$ cat config.mk
export PLATFORM = sky130hd
export DESIGN_NAME = diff_drive_distance_controller
export DESIGN_NICKNAME = d
export VERILOG_FILES = /design/src/rtl/ddc_pkg.sv /design/src/rtl/diff_drive_distance_controller.sv
export SDC_FILE = /design/constraint.sdc
export NUM_CORES = 2
export LEC_CHECK = 0
export ABC_CLOCK_PERIOD_IN_PS = 9700
export BUFFER_PORTS_ARGS = -buffer_cell sky130_fd_sc_hd__buf_2
export CORE_ASPECT_RATIO = 1.1
export CORE_MARGIN = 2
export CORE_UTILIZATION = 35
export DETAILED_ROUTE_END_ITERATION = 6
export GPL_ROUTABILITY_DRIVEN = 0
export GPL_TIMING_DRIVEN = 0
export SYNTH_ARGS = -nofsm -noshare
export SYNTH_HDL_FRONTEND = slang
export SYNTH_SLANG_ARGS = --single-unit
$ cat constraint.sdc
create_clock -name clk -period 9.7 [get_ports clk]
set_clock_uncertainty 0.05 [all_clocks]
set_input_delay 1.455 -clock clk [delete_from_list [all_inputs] [get_ports clk]]
set_output_delay 1.455 -clock clk [all_outputs]
set_load 0.05 [all_outputs]
$ cat src/rtl/ddc_pkg.sv
// Shared constants and types for the differential-drive distance controller.
`default_nettype none
package ddc_pkg;
  localparam logic [1:0] OP_SAMPLE   = 2'd0;
  localparam logic [1:0] OP_STRAIGHT = 2'd1;
  localparam logic [1:0] OP_ARC      = 2'd2;

  localparam logic [1:0] CFG_HALF_TRACK = 2'd0;
  localparam logic [1:0] CFG_PERIOD     = 2'd1;
  localparam logic [1:0] CFG_TRIM       = 2'd2;

  // pi/180 in Q32 = 0x477D1A9, split into two multiplier operands
  localparam logic signed [16:0] DEG_RAD_LO = 17'sd53673;
  localparam logic signed [16:0] DEG_RAD_HI = 17'sd1143;

  typedef enum logic [1:0] {
    MODE_IDLE     = 2'd0,
    MODE_STRAIGHT = 2'd1,
    MODE_ARC      = 2'd2
  } mode_t;
endpackage
`default_nettype wire

$ cat src/rtl/diff_drive_distance_controller.sv
// Differential-drive distance controller: straight and arc moves for two wheels.
//
//  port group  | dir | contents
//  in_*        | in  | tuser: opcode; tdata: wheel speeds, move and arc fields
//  out_*       | out | tdata: left_drive, right_drive, movement_done
//  cfg_*       | in  | register write: half track, sample period, trim step
//
// Straight start goes directly to emit; a speed sample steps CMPM (arc only), ADVL, ADVR, ADVF
// and FIN. Arc start runs AL0-AL3 for each wheel, then the 64-step restoring ratio divider
// (skipped when the right arc distance is zero); all products go through one shared 36x17
// multiplier. Synchronous active-low reset returns to idle with cleared move state and
// default configuration. A finished word waits in the output register; a new word is taken meanwhile.
`default_nettype none
module diff_drive_distance_controller (
  input  wire logic        clk,
  input  wire logic        rst_n,
  input  wire logic        in_tvalid,
  output logic             in_tready,
  input  wire logic [1:0]  in_tuser,   // opcode
  // [15:0] left_wheel_speed, [31:16] right_wheel_speed, [46:32] move_speed,
  // [62:47] move_distance, [78:63] arc_radius, [91:79] arc_degrees, rest zero
  input  wire logic [95:0] in_tdata,
  output logic             out_tvalid,
  input  wire logic        out_tready,
  // [15:0] left_drive, [31:16] right_drive, [32] movement_done, rest zero
  output logic [39:0]      out_tdata,
  input  wire logic        cfg_we,
  input  wire logic [1:0]  cfg_addr,
  input  wire logic [23:0] cfg_wdata
);

  typedef enum logic [3:0] {
    S_IDLE, S_CMPM, S_ADVL, S_ADVR, S_ADVF, S_FIN,
    S_AL0, S_AL1, S_AL2, S_AL3, S_ASET, S_DIV, S_DRV, S_DRV2, S_EMIT
  } state_t;

  localparam logic signed [47:0] REM_MAX = {1'b0, {47{1'b1}}};
  localparam logic signed [47:0] REM_MIN = {1'b1, {47{1'b0}}};

  state_t state_r;
  ddc_pkg::mode_t mode_r;
  logic [15:0] half_track_r;
  logic [23:0] period_r;
  logic [7:0]  trim_r;

  logic signed [15:0] ls_r, rs_r, rad_r;
  logic [14:0]        spd_r;
  logic signed [12:0] deg_r;

  logic signed [47:0] lrem_r, rrem_r, la_r, ra_r;
  logic signed [15:0] lcmd_r, rcmd_r;
  logic ldir_r, rdir_r, sdir_r;
  logic signed [31:0] ratio_r;

  logic signed [52:0] prod_r;
  logic signed [35:0] p_r;
  logic signed [63:0] acc_r;
  logic               side_r;
  logic [47:0]        rem_r;
  logic [47:0]        dvs_r;
  logic [63:0]        dq_r;
  logic [5:0]         cnt_r;

  logic signed [15:0] res_ld_r, res_rd_r;
  logic               res_done_r;
  logic               out_valid_r;
  logic [39:0]        out_data_r;

  // shared multiplier
  logic signed [35:0] mul_a;
  logic signed [16:0] mul_b;
  logic signed [52:0] mul_p;
  logic signed [21:0] lever;

  always_comb begin
    lever = side_r ? ({{2{rad_r[15]}}, rad_r, 4'b0} - $signed({6'b0, half_track_r}))
                   : ({{2{rad_r[15]}}, rad_r, 4'b0} + $signed({6'b0, half_track_r}));
    mul_a = '0;
    mul_b = '0;
    case (state_r)
      S_CMPM: begin
        mul_a = 36'(ratio_r);
        mul_b = 17'(rs_r);
      end
      S_ADVL: begin
        mul_a = $signed({12'b0, period_r});
        mul_b = 17'(ls_r);
      end
      S_ADVR: begin
        mul_a = $signed({12'b0, period_r});
        mul_b = 17'(rs_r);
      end
      S_AL0: begin
        mul_a = 36'(lever);
        mul_b = 17'(deg_r);
      end
      S_AL1: begin
        mul_a = prod_r[35:0];
        mul_b = ddc_pkg::DEG_RAD_LO;
      end
      S_AL2: begin
        mul_a = p_r;
        mul_b = ddc_pkg::DEG_RAD_HI;
      end
      S_DRV: begin
        mul_a = $signed({21'b0, spd_r});
        mul_b = $signed({2'b0, spd_r});
      end
      default: begin
        mul_a = '0;
        mul_b = '0;
      end
    endcase
    mul_p = 53'(mul_a) * 53'(mul_b);
  end

  function automatic logic signed [15:0] sat_add(logic signed [15:0] c,
                                                 logic signed [8:0] d);
    logic signed [16:0] s;
    s = 17'(c) + 17'(d);
    if (s > 17'sd32767) return 16'sd32767;
    if (s < -17'sd32768) return -16'sd32768;
    return s[15:0];
  endfunction

  function automatic logic signed [47:0] advance(logic signed [47:0] rem,
                                                 logic signed [52:0] p);
    logic signed [49:0] s;
    s = 50'(rem) - 50'(p >>> 4);
    if (s > 50'(REM_MAX)) return REM_MAX;
    if (s < 50'(REM_MIN)) return REM_MIN;
    return s[47:0];
  endfunction

  function automatic logic crossed(logic signed [47:0] rem, logic back);
    return (rem < 0 && !back) || (rem > 0 && back);
  endfunction

  logic signed [8:0]  step;
  logic signed [49:0] cmp_a, cmp_b;
  logic signed [63:0] arc_acc;
  logic signed [47:0] arc_len, l_sel, r_sel;
  logic [48:0]        trial;
  logic signed [15:0] cross_l, cross_r;
  logic [29:0]        sq;
  logic signed [15:0] outer_cmd, inner_l, inner_r;
  logic signed [15:0] st_cmd;
  logic signed [31:0] ratio_div;

  always_comb begin
    step = $signed({1'b0, trim_r});
    cmp_a = 50'($signed({ls_r, 16'b0}));
    cmp_b = 50'(prod_r);
    if (rs_r < 0) begin
      cmp_a = -cmp_a;
      cmp_b = -cmp_b;
    end
    arc_acc = acc_r + (64'(prod_r) <<< 16);
    arc_len = arc_acc[59:12];
    l_sel = (deg_r < 0) ? -ra_r : la_r;
    r_sel = (deg_r < 0) ? -la_r : ra_r;
    trial = {rem_r, dq_r[63]} - {1'b0, dvs_r};
    cross_l = crossed(lrem_r, (mode_r == ddc_pkg::MODE_ARC) ? ldir_r : sdir_r) ? '0 : lcmd_r;
    cross_r = crossed(rrem_r, (mode_r == ddc_pkg::MODE_ARC) ? rdir_r : sdir_r) ? '0 : rcmd_r;
    sq = prod_r[29:0];
    outer_cmd = (sq > 30'd32767) ? 16'sd32767 : $signed(sq[15:0]);
    inner_l = ldir_r ? -$signed({1'b0, spd_r}) : $signed({1'b0, spd_r});
    inner_r = rdir_r ? -$signed({1'b0, spd_r}) : $signed({1'b0, spd_r});
    st_cmd = (in_tdata[62:47] == 16'd0 || in_tdata[62]) ? -$signed({1'b0, in_tdata[46:32]})
                                                         : $signed({1'b0, in_tdata[46:32]});
    if (la_r[47] ^ ra_r[47])
      ratio_div = (dq_r > 64'h8000_0000) ? 32'sh8000_0000 : -$signed(dq_r[31:0]);
    else
      ratio_div = (dq_r > 64'h7FFF_FFFF) ? 32'sh7FFF_FFFF : $signed(dq_r[31:0]);
  end

  assign in_tready  = (state_r == S_IDLE);
  assign out_tvalid = out_valid_r;
  assign out_tdata  = out_data_r;

  always_ff @(posedge clk) begin
    prod_r <= mul_p;
    if (!rst_n) begin
      state_r <= S_IDLE;
      mode_r <= ddc_pkg::MODE_IDLE;
      half_track_r <= 16'd680;
      period_r <= 24'd80660;
      trim_r <= 8'd1;
      lrem_r <= '0;
      rrem_r <= '0;
      lcmd_r <= '0;
      rcmd_r <= '0;
      ldir_r <= 1'b0;
      rdir_r <= 1'b0;
      sdir_r <= 1'b0;
      ratio_r <= '0;
      out_valid_r <= 1'b0;
      side_r <= 1'b0;
      cnt_r <= '0;
    end else begin
      if (cfg_we) begin
        case (cfg_addr)
          ddc_pkg::CFG_HALF_TRACK: half_track_r <= cfg_wdata[15:0];
          ddc_pkg::CFG_PERIOD:     period_r <= cfg_wdata;
          ddc_pkg::CFG_TRIM:       trim_r <= cfg_wdata[7:0];
          default: ;
        endcase
      end
      if (out_tready && state_r != S_EMIT) out_valid_r <= 1'b0;

      case (state_r)
        S_IDLE: begin
          if (in_tvalid) begin
            ls_r  <= in_tdata[15:0];
            rs_r  <= in_tdata[31:16];
            spd_r <= in_tdata[46:32];
            rad_r <= in_tdata[78:63];
            deg_r <= in_tdata[91:79];
            side_r <= 1'b0;
            case (in_tuser)
              ddc_pkg::OP_STRAIGHT: begin
                sdir_r <= (in_tdata[62:47] == 16'd0 || in_tdata[62]);
                lcmd_r <= st_cmd;
                rcmd_r <= st_cmd;
                lrem_r <= {{8{in_tdata[62]}}, in_tdata[62:47], 24'b0};
                rrem_r <= {{8{in_tdata[62]}}, in_tdata[62:47], 24'b0};
                mode_r <= ddc_pkg::MODE_STRAIGHT;
                res_ld_r <= st_cmd;
                res_rd_r <= st_cmd;
                res_done_r <= 1'b0;
                state_r <= S_EMIT;
              end
              ddc_pkg::OP_ARC: begin
                if (in_tdata[91:79] != 13'd0) state_r <= S_AL0;
              end
              ddc_pkg::OP_SAMPLE: begin
                case (mode_r)
                  ddc_pkg::MODE_STRAIGHT: begin
                    if ($signed(in_tdata[15:0]) > $signed(in_tdata[31:16]))
                      lcmd_r <= sat_add(lcmd_r, -step);
                    else if ($signed(in_tdata[15:0]) < $signed(in_tdata[31:16]))
                      lcmd_r <= sat_add(lcmd_r, step);
                    state_r <= S_ADVL;
                  end
                  ddc_pkg::MODE_ARC: state_r <= S_CMPM;
                  default: begin
                    res_ld_r <= '0;
                    res_rd_r <= '0;
                    res_done_r <= 1'b1;
                    state_r <= S_EMIT;
                  end
                endcase
              end
              default: ;
            endcase
          end
        end
        S_CMPM: state_r <= S_ADVL;
        S_ADVL: begin
          if (mode_r == ddc_pkg::MODE_ARC) begin
            if ((rs_r == 0) ? (ls_r > 0) : (cmp_a > cmp_b)) begin
              lcmd_r <= sat_add(lcmd_r, -step);
              rcmd_r <= sat_add(rcmd_r, step);
            end else if ((rs_r == 0) ? (ls_r < 0) : (cmp_a < cmp_b)) begin
              lcmd_r <= sat_add(lcmd_r, step);
              rcmd_r <= sat_add(rcmd_r, -step);
            end
          end
          state_r <= S_ADVR;
        end
        S_ADVR: begin
          lrem_r <= advance(lrem_r, prod_r);
          state_r <= S_ADVF;
        end
        S_ADVF: begin
          rrem_r <= advance(rrem_r, prod_r);
          state_r <= S_FIN;
        end
        S_FIN: begin
          lcmd_r <= cross_l;
          rcmd_r <= cross_r;
          res_ld_r <= cross_l;
          res_rd_r <= cross_r;
          res_done_r <= (cross_l == 0 && cross_r == 0);
          if (cross_l == 0 && cross_r == 0) mode_r <= ddc_pkg::MODE_IDLE;
          state_r <= S_EMIT;
        end
        S_AL0: state_r <= S_AL1;
        S_AL1: begin
          p_r <= prod_r[35:0];
          state_r <= S_AL2;
        end
        S_AL2: begin
          acc_r <= 64'(prod_r) + 64'sd2048;
          state_r <= S_AL3;
        end
        S_AL3: begin
          if (!side_r) begin
            la_r <= arc_len;
            side_r <= 1'b1;
            state_r <= S_AL0;
          end else begin
            ra_r <= arc_len;
            state_r <= S_ASET;
          end
        end
        S_ASET: begin
          la_r <= l_sel;
          ra_r <= r_sel;
          lrem_r <= l_sel;
          rrem_r <= r_sel;
          ldir_r <= !(deg_r > 0 || l_sel > 0);
          rdir_r <= !(deg_r < 0 || r_sel > 0);
          dq_r <= {(l_sel[47] ? -l_sel : l_sel), 16'b0};
          dvs_r <= r_sel[47] ? -r_sel : r_sel;
          rem_r <= '0;
          cnt_r <= '0;
          state_r <= (r_sel == 0) ? S_DRV : S_DIV;
        end
        S_DIV: begin
          if (!trial[48]) begin
            rem_r <= trial[47:0];
            dq_r <= {dq_r[62:0], 1'b1};
          end else begin
            rem_r <= {rem_r[46:0], dq_r[63]};
            dq_r <= {dq_r[62:0], 1'b0};
          end
          cnt_r <= cnt_r + 6'd1;
          if (cnt_r == 6'd63) state_r <= S_DRV;
        end
        S_DRV: begin
          if (ra_r == 0)
            ratio_r <= (la_r > 0) ? 32'sh7FFF_FFFF : ((la_r < 0) ? 32'sh8000_0000 : '0);
          else
            ratio_r <= ratio_div;
          state_r <= S_DRV2;
        end
        S_DRV2: begin
          if (deg_r > 0) begin
            lcmd_r <= ldir_r ? ((sq > 30'd32768) ? -16'sd32768 : -outer_cmd) : outer_cmd;
            res_ld_r <= ldir_r ? ((sq > 30'd32768) ? -16'sd32768 : -outer_cmd) : outer_cmd;
            rcmd_r <= inner_r;
            res_rd_r <= inner_r;
          end else begin
            rcmd_r <= rdir_r ? ((sq > 30'd32768) ? -16'sd32768 : -outer_cmd) : outer_cmd;
            res_rd_r <= rdir_r ? ((sq > 30'd32768) ? -16'sd32768 : -outer_cmd) : outer_cmd;
            lcmd_r <= inner_l;
            res_ld_r <= inner_l;
          end
          res_done_r <= 1'b0;
          mode_r <= ddc_pkg::MODE_ARC;
          state_r <= S_EMIT;
        end
        S_EMIT: begin
          if (!out_valid_r || out_tready) begin
            out_valid_r <= 1'b1;
            out_data_r <= {7'b0, res_done_r, res_rd_r, res_ld_r};
            state_r <= S_IDLE;
          end
        end
        default: state_r <= S_IDLE;
      endcase
    end
  end

  a_done_matches_mode: assert property (@(posedge clk) disable iff (!rst_n)
    (state_r == S_FIN) |=> (res_done_r == (mode_r == ddc_pkg::MODE_IDLE)))
    else $error("done flag disagrees with mode");
  a_div_exit: assert property (@(posedge clk) disable iff (!rst_n)
    (state_r == S_DIV) |=> (state_r == S_DIV || state_r == S_DRV))
    else $error("divider left early");
  a_straight_equal: assert property (@(posedge clk) disable iff (!rst_n)
    (in_tvalid && in_tready && in_tuser == ddc_pkg::OP_STRAIGHT) |=> (lcmd_r == rcmd_r))
    else $error("straight start drives differ");

endmodule
`default_nettype wire
[After elaboration in Yosys (flattened, before gate mapping)]
Cells that the tools add are included.
W data, S select, Z words.
Word-level totals
  bits in registers: 766
  output and inout bits: 42
  word-level logic and storage cells: 390
Cells by class
  add/sub/neg operators: 23
  multiply operators: 1
  order comparisons: 33
  eq/ne operators: 37
  multiplexer cells: 203
  bitwise logic cells: 1
  reduce and logical (&&, ||, !) cells: 58
Operators with widths (number)
  $mux W48: 16
  $mux W16: 45
  $pmux W48 S2: 3
  $pmux W48 S3: 2
  $gt A48 B1 Y1 const B: 5
  $pmux W36 S6: 1
  $mux W32: 6
  $neg A48 Y48: 4
  $lt A48 B1 Y1 const B: 3
  $pmux W16 S4: 2
  $pmux W64 S2: 1
  $pmux W17 S6: 1
  $mux W1: 101
  $gt A50 B48 Y1 const B: 2
  $lt A50 B48 Y1 const B: 2
  $mux W50: 2
  $sub A48 B49 Y50: 2
  $logic_not A32 Y1: 3
  $logic_not A48 Y1: 2
  $pmux W16 S3: 2
  $add A16 B9 Y17: 4
  $gt A17 B16 Y1 const B: 4
  $lt A17 B16 Y1 const B: 4
  $gt A64 B31 Y1 const B: 1
  other kinds (67): 138

[Logic depth before layout (Yosys ltp)]
  depth after elaboration: 26
  mapped depth: 38

[Worst setup path before layout]
Ideal clock, no wire load.
  kind: flip-flop to flip-flop
  start point: register deg_r[12]
  end point: register prod_r[45]
  arrival time: 9.006 ns
  slack: 0.573 ns
  cell stages (with the launch flop): 35
  buffers on the path: 10
  path through: edfxtp_1 buf_2 buf_2 buf_2 buf_2 clkbuf_1 buf_2 buf_1 buf_1 nand2_1 o21ai_0 a22oi_1 and2_1 clkbuf_1 buf_1 nor2_1 fa_1 fa_1 fa_1 inv_1 fa_1 fa_1 fa_1 inv_1 ha_1 inv_1 or3_1 o22a_1 o21a_1 o31ai_1 a31oi_1 o211ai_1 nand3_1 o21ai_0 xor2_1
Between the ends
  cells in the longest elaborated chain, start to end: 2
RTL lines
  from (decl): line diff_drive_distance_controller.sv:48  | logic signed [12:0] deg_r;
  from (signal assigned): line diff_drive_distance_controller.sv:218  | deg_r <= in_tdata[91:79];
  $pmux W17 S6: line diff_drive_distance_controller.sv:80  | case (state_r)
  $mul A36 B17 Y53: line diff_drive_distance_controller.sv:114  | mul_p = 53'(mul_a) * 53'(mul_b);
  via mul_p[45]: line diff_drive_distance_controller.sv:72  | logic signed [52:0] mul_p;
  to (signal assigned): line diff_drive_distance_controller.sv:182  | prod_r <= mul_p;
  to (decl): line diff_drive_distance_controller.sv:55  | logic signed [52:0] prod_r;
The timed path passes the listed nets, and every way through them passes these cells.
A chain may end at the register's enable or synchronous reset.

[Final worst setup path]
  start point: register state_r[3]
  end point: register prod_r[45]
Between the ends
  cells in the longest elaborated chain, start to end: 4
  elaborated cells between the ends (all ways): 12
  classes of those cells: mul: 1; eq/ne: 7; mux: 2; reduce/logical: 2
RTL lines
  from (decl): line diff_drive_distance_controller.sv:40  | state_t state_r;
  from (signal assigned): line diff_drive_distance_controller.sv:318  | state_r <= (r_sel == 0) ? S_DRV : S_DIV;
  $eq A4 B2 Y1 / $eq A4 B1 Y1 (equally long branches): line diff_drive_distance_controller.sv:80
  $reduce_or A2 Y1 (no source line)
  $pmux W36 S6 / $pmux W17 S6 (equally long branches): line diff_drive_distance_controller.sv:80
  $mul A36 B17 Y53 *: line diff_drive_distance_controller.sv:114
  via mul_p[45]: line diff_drive_distance_controller.sv:72
The timed path passes the listed nets; every way through them passes the cells marked *.

==> metrics.csv <==
metric;value;unit
status;finished, violations left;
failing checks;DRC, capacitance limit, slew limit, setup timing;
Synth Cell Area;0.0784;mm2
IO Port Bufs;157;
DRT Pass-1 Iters;7;
CTS Buffer Depth;3;
DRC;37;
share of the synthesized area in the top cell type;18.2;%
initial antenna violation count;24;
die area;0.228;mm2
fraction of registers with async set/reset;0;%
Seq cells post-synth;754;
GRT Residual Overflow;0;
PD cells;323;mW/mm2
CP max-delay cell;clkbuf_1;
Skew-Pair Late Insertion Delay;0.79;ns
vias in the first global route;73000;
Synth area leaders;edfxtp_1 (18%), fa_1 (15%), ha_1 (7.2%);
pin count of the biggest net entering global routing;49;
max_slew headroom;-10.9;%
Cell Count, Final, Fillers Out;12600;
area leader, netlist;edfxtp_1;
Synth Area in XOR/XNOR;5.75;%
utilization after layout;39.2;%
max-cap violations;2;
r2r worst-path depth;31;
hold wc startpoint;res_ld_r[6];
Post-synth EDFFs;476;
routed vias/inst;6.10;
overall power;28300;uW
Pleak;0.0357;uW
Synth Area in Simple Gates;18.6;%
CTS Hold Bufs;0;
remaining antenna violation count;0;
Synth Area per Inst;8.50;um2
Slew @ Worst Pin;1.65;ns
share of layout cells above drive strength 1;7.63;%
Hold Path Class;reg -> reg;
Post-Place Setup Slack;-4.06;ns
Inserted Clock Buffers;91;
Initial Util;35.1;%
H-tree levels;3;
Warnings, synthesis;0;
Seq/Total Area, Yosys;25.3;%
DR vias;76500;
worst setup margin;-0.0138;ns
io pins;171;
DR WL met2;140;mm
Top Metal Used;met5;
Main synth FF type;edfxtp_1;
DR WL/cell;26.3;um
WP data arrival;10.28;ns
DP Cell Count;12400;
Overall Global Routing Usage;28.0;%
post-layout min period;9.71;ns
number of clock sinks;754;
Die X;455;um
Final Slew Violations;3;
core area;0.223;mm2
Worst R2R End;prod_r[45];
crit-path max FO;10;
Startpoint Class;flop;
CP peak stage delay;0.59;ns
mux cell area share after synthesis;1.58;%
Worst Path Class, Setup;reg -> reg;
final worst-path cycle share;100;%
RSZ-0062 raised after global routing;true;
top achievable clock speed;103;MHz
CP Launch Point;state_r[3];
worst vdd ir;205;uV
CP endpoint kind;flop;
Std-Cell Rows;182;
# fillers;22500;
nets@finish;10700;
chip height;500;um
Post-Synth Adder-Cell Area;22.3;%
Crit Reg-Reg Startpoint;state_r[3];
CTS clk-pin slew, worst paths;0.06;ns
CTS tree;yes;
WL met1;119;mm
area grow syn2layout;11.7;%
R2R Setup Slk;-0.01;ns
Worst setup endpoint;prod_r[45];
Synth cell types;112;
Syn Inst Count;9227;
complex-gate fraction of the synthesized area;19.8;%
Root Driver;clkbuf_16;
DR WL met3;43.0;mm
Worst Path Required;10.26;ns
Top cell by count, worst path;fa_1;
largest family of logic cells by synthesized area;adder cells;
final hold violations;0;
drt initial violations;10000;
HPWL after DPL;270;mm
routed wire length;330;mm
Final setup viols;1;
first-pass GRT wire length;475;mm
final cells by class:
class	count	area [um2]	share of cell area, %
sequential	754	19900	22.7
clock inverter	58	743	0.849
buffer	453	1930	2.20
timing repair buffer	225	1500	1.72
tap	2944	3680	4.21
multi-input combinational	7120	54100	61.8
clock buffer	114	2410	2.76
antenna	14	35.0	0.0400
inverter	868	3260	3.73
worst min path at each step:
stage               cells past startpoint  slack (ns)             to
floorplan                               0        0.35   out_tdata[0]
global placement                        0        0.35   out_tdata[2]
detailed placement                      0        0.35  out_tdata[26]
CTS                                     0        0.36   out_tdata[6]
global route                            0        0.37   out_tdata[0]
finish                                  0        0.36   out_tdata[6]
synth_stat cells (all sizes together) (78+ instances only):
cell type	n
clkbuf	432
a211oi	78
nor3	181
inv	863
nor2	834
a31oi	158
o31ai	89
xnor2	352
fa	590
xor2	163
dfxtp	278
or3	82
edfxtp	476
a21o	203
nand3	233
a21oi	619
mux2i	84
ha	454
o21ai	530
nor4	115
nand2	975
nand4	110
nand2b	94
cells by family after synthesis:
kind of cell / Yosys count
multiplexers: 114
AO/OA/AOI/OAI: 2374
other: 1
AND/OR/NAND/NOR: 3063
adder cells (fa/ha/maj): 1047
XOR/XNOR: 515
flip-flops: 754
buffers and inverters: 1359
layout by cell type, fill, tap and decap left out, drive strengths merged, types with 71 or more instances in the layout:
cell / Yosys / routed
xor2: 163 / 163
o211ai: 73 / 73
o31ai: 89 / 89
a21oi: 619 / 619
buf: 59 / 290
a31oi: 158 / 158
and3: 72 / 72
a21o: 203 / 203
nor4: 115 / 115
nand2b: 94 / 94
o21ai: 530 / 530
dfxtp: 278 / 278
ha: 454 / 454
nand2: 975 / 975
mux2i: 84 / 84
or3: 82 / 82
xnor2: 352 / 352
nand3: 233 / 233
a211oi: 78 / 78
edfxtp: 476 / 476
inv: 863 / 866
nor3: 181 / 181
and2: 71 / 71
fa: 590 / 590
nor2: 834 / 834
clkbuf: 432 / 502
nand4: 110 / 110
report_power, final:
part / switching, uW / internal [uW] / leakage, uW / total (uW)
combinational: 13200 / 6480 / 0.0276 / 19600
clock: 1590 / 2090 / 0.00151 / 3670
sequential: 806 / 4170 / 0.00662 / 4970
total: 15600 / 12700 / 0.0357 / 28300
routing by layer:
layer | up-vias | GRT usage (%)
met5 | - | 0.385
met1 | 36800 | 34.2
met4 | 10 | 18.6
met2 | 5241 | 42.3
li1 | 33300 | -
met3 | 1228 | 8.73
flip-flops by register name, indices dropped and copies added, names as in the netlist, 15 cells and up:
| signal | count |
|---|---|
| acc_r | 42 |
| dq_r | 64 |
| dvs_r | 48 |
| half_track_r | 16 |
| la_r | 48 |
| lcmd_r | 16 |
| lrem_r | 48 |
| ls_r | 16 |
| out_tdata | 33 |
| p_r | 36 |
| period_r | 24 |
| prod_r | 53 |
| ra_r | 48 |
| rad_r | 16 |
| ratio_r | 32 |
| rcmd_r | 16 |
| rem_r | 48 |
| res_ld_r | 16 |
| res_rd_r | 16 |
| rrem_r | 48 |
| rs_r | 16 |
| spd_r | 15 |
per-stage QoR:
stage,cell area [um2],hold slack (ns),TNS [ns]
2_1_floorplan,78400,0.350,0
3_3_place_gp,82900,0.354,-397.01
3_5_place_dp,83400,0.355,-103.57
4_1_cts,87000,0.363,0
5_1_grt,87500,0.374,-0.477
6_report,87500,0.365,-0.0138
what timing repair did:
| item | CTS | global route |
|---|---|---|
| pin swaps | 12 | 17 |
| endpoints found under the setup margin | 40 | 32 |
| resized for setup | 139 | 115 |
| setup buffers | 13 | 25 |
worst max-delay path, delay by kind of cell (launching register included):
kind / cells / cell delay (ns)
buf+inv: 11 / 2.54
xor+xnor: 1 / 0.25
compound gates: 7 / 1.75
simple gates: 5 / 1.14
fa+ha+maj: 7 / 3.45
flops: 1 / 0.32
Note: power is estimated with default switching activity, not from simulation.
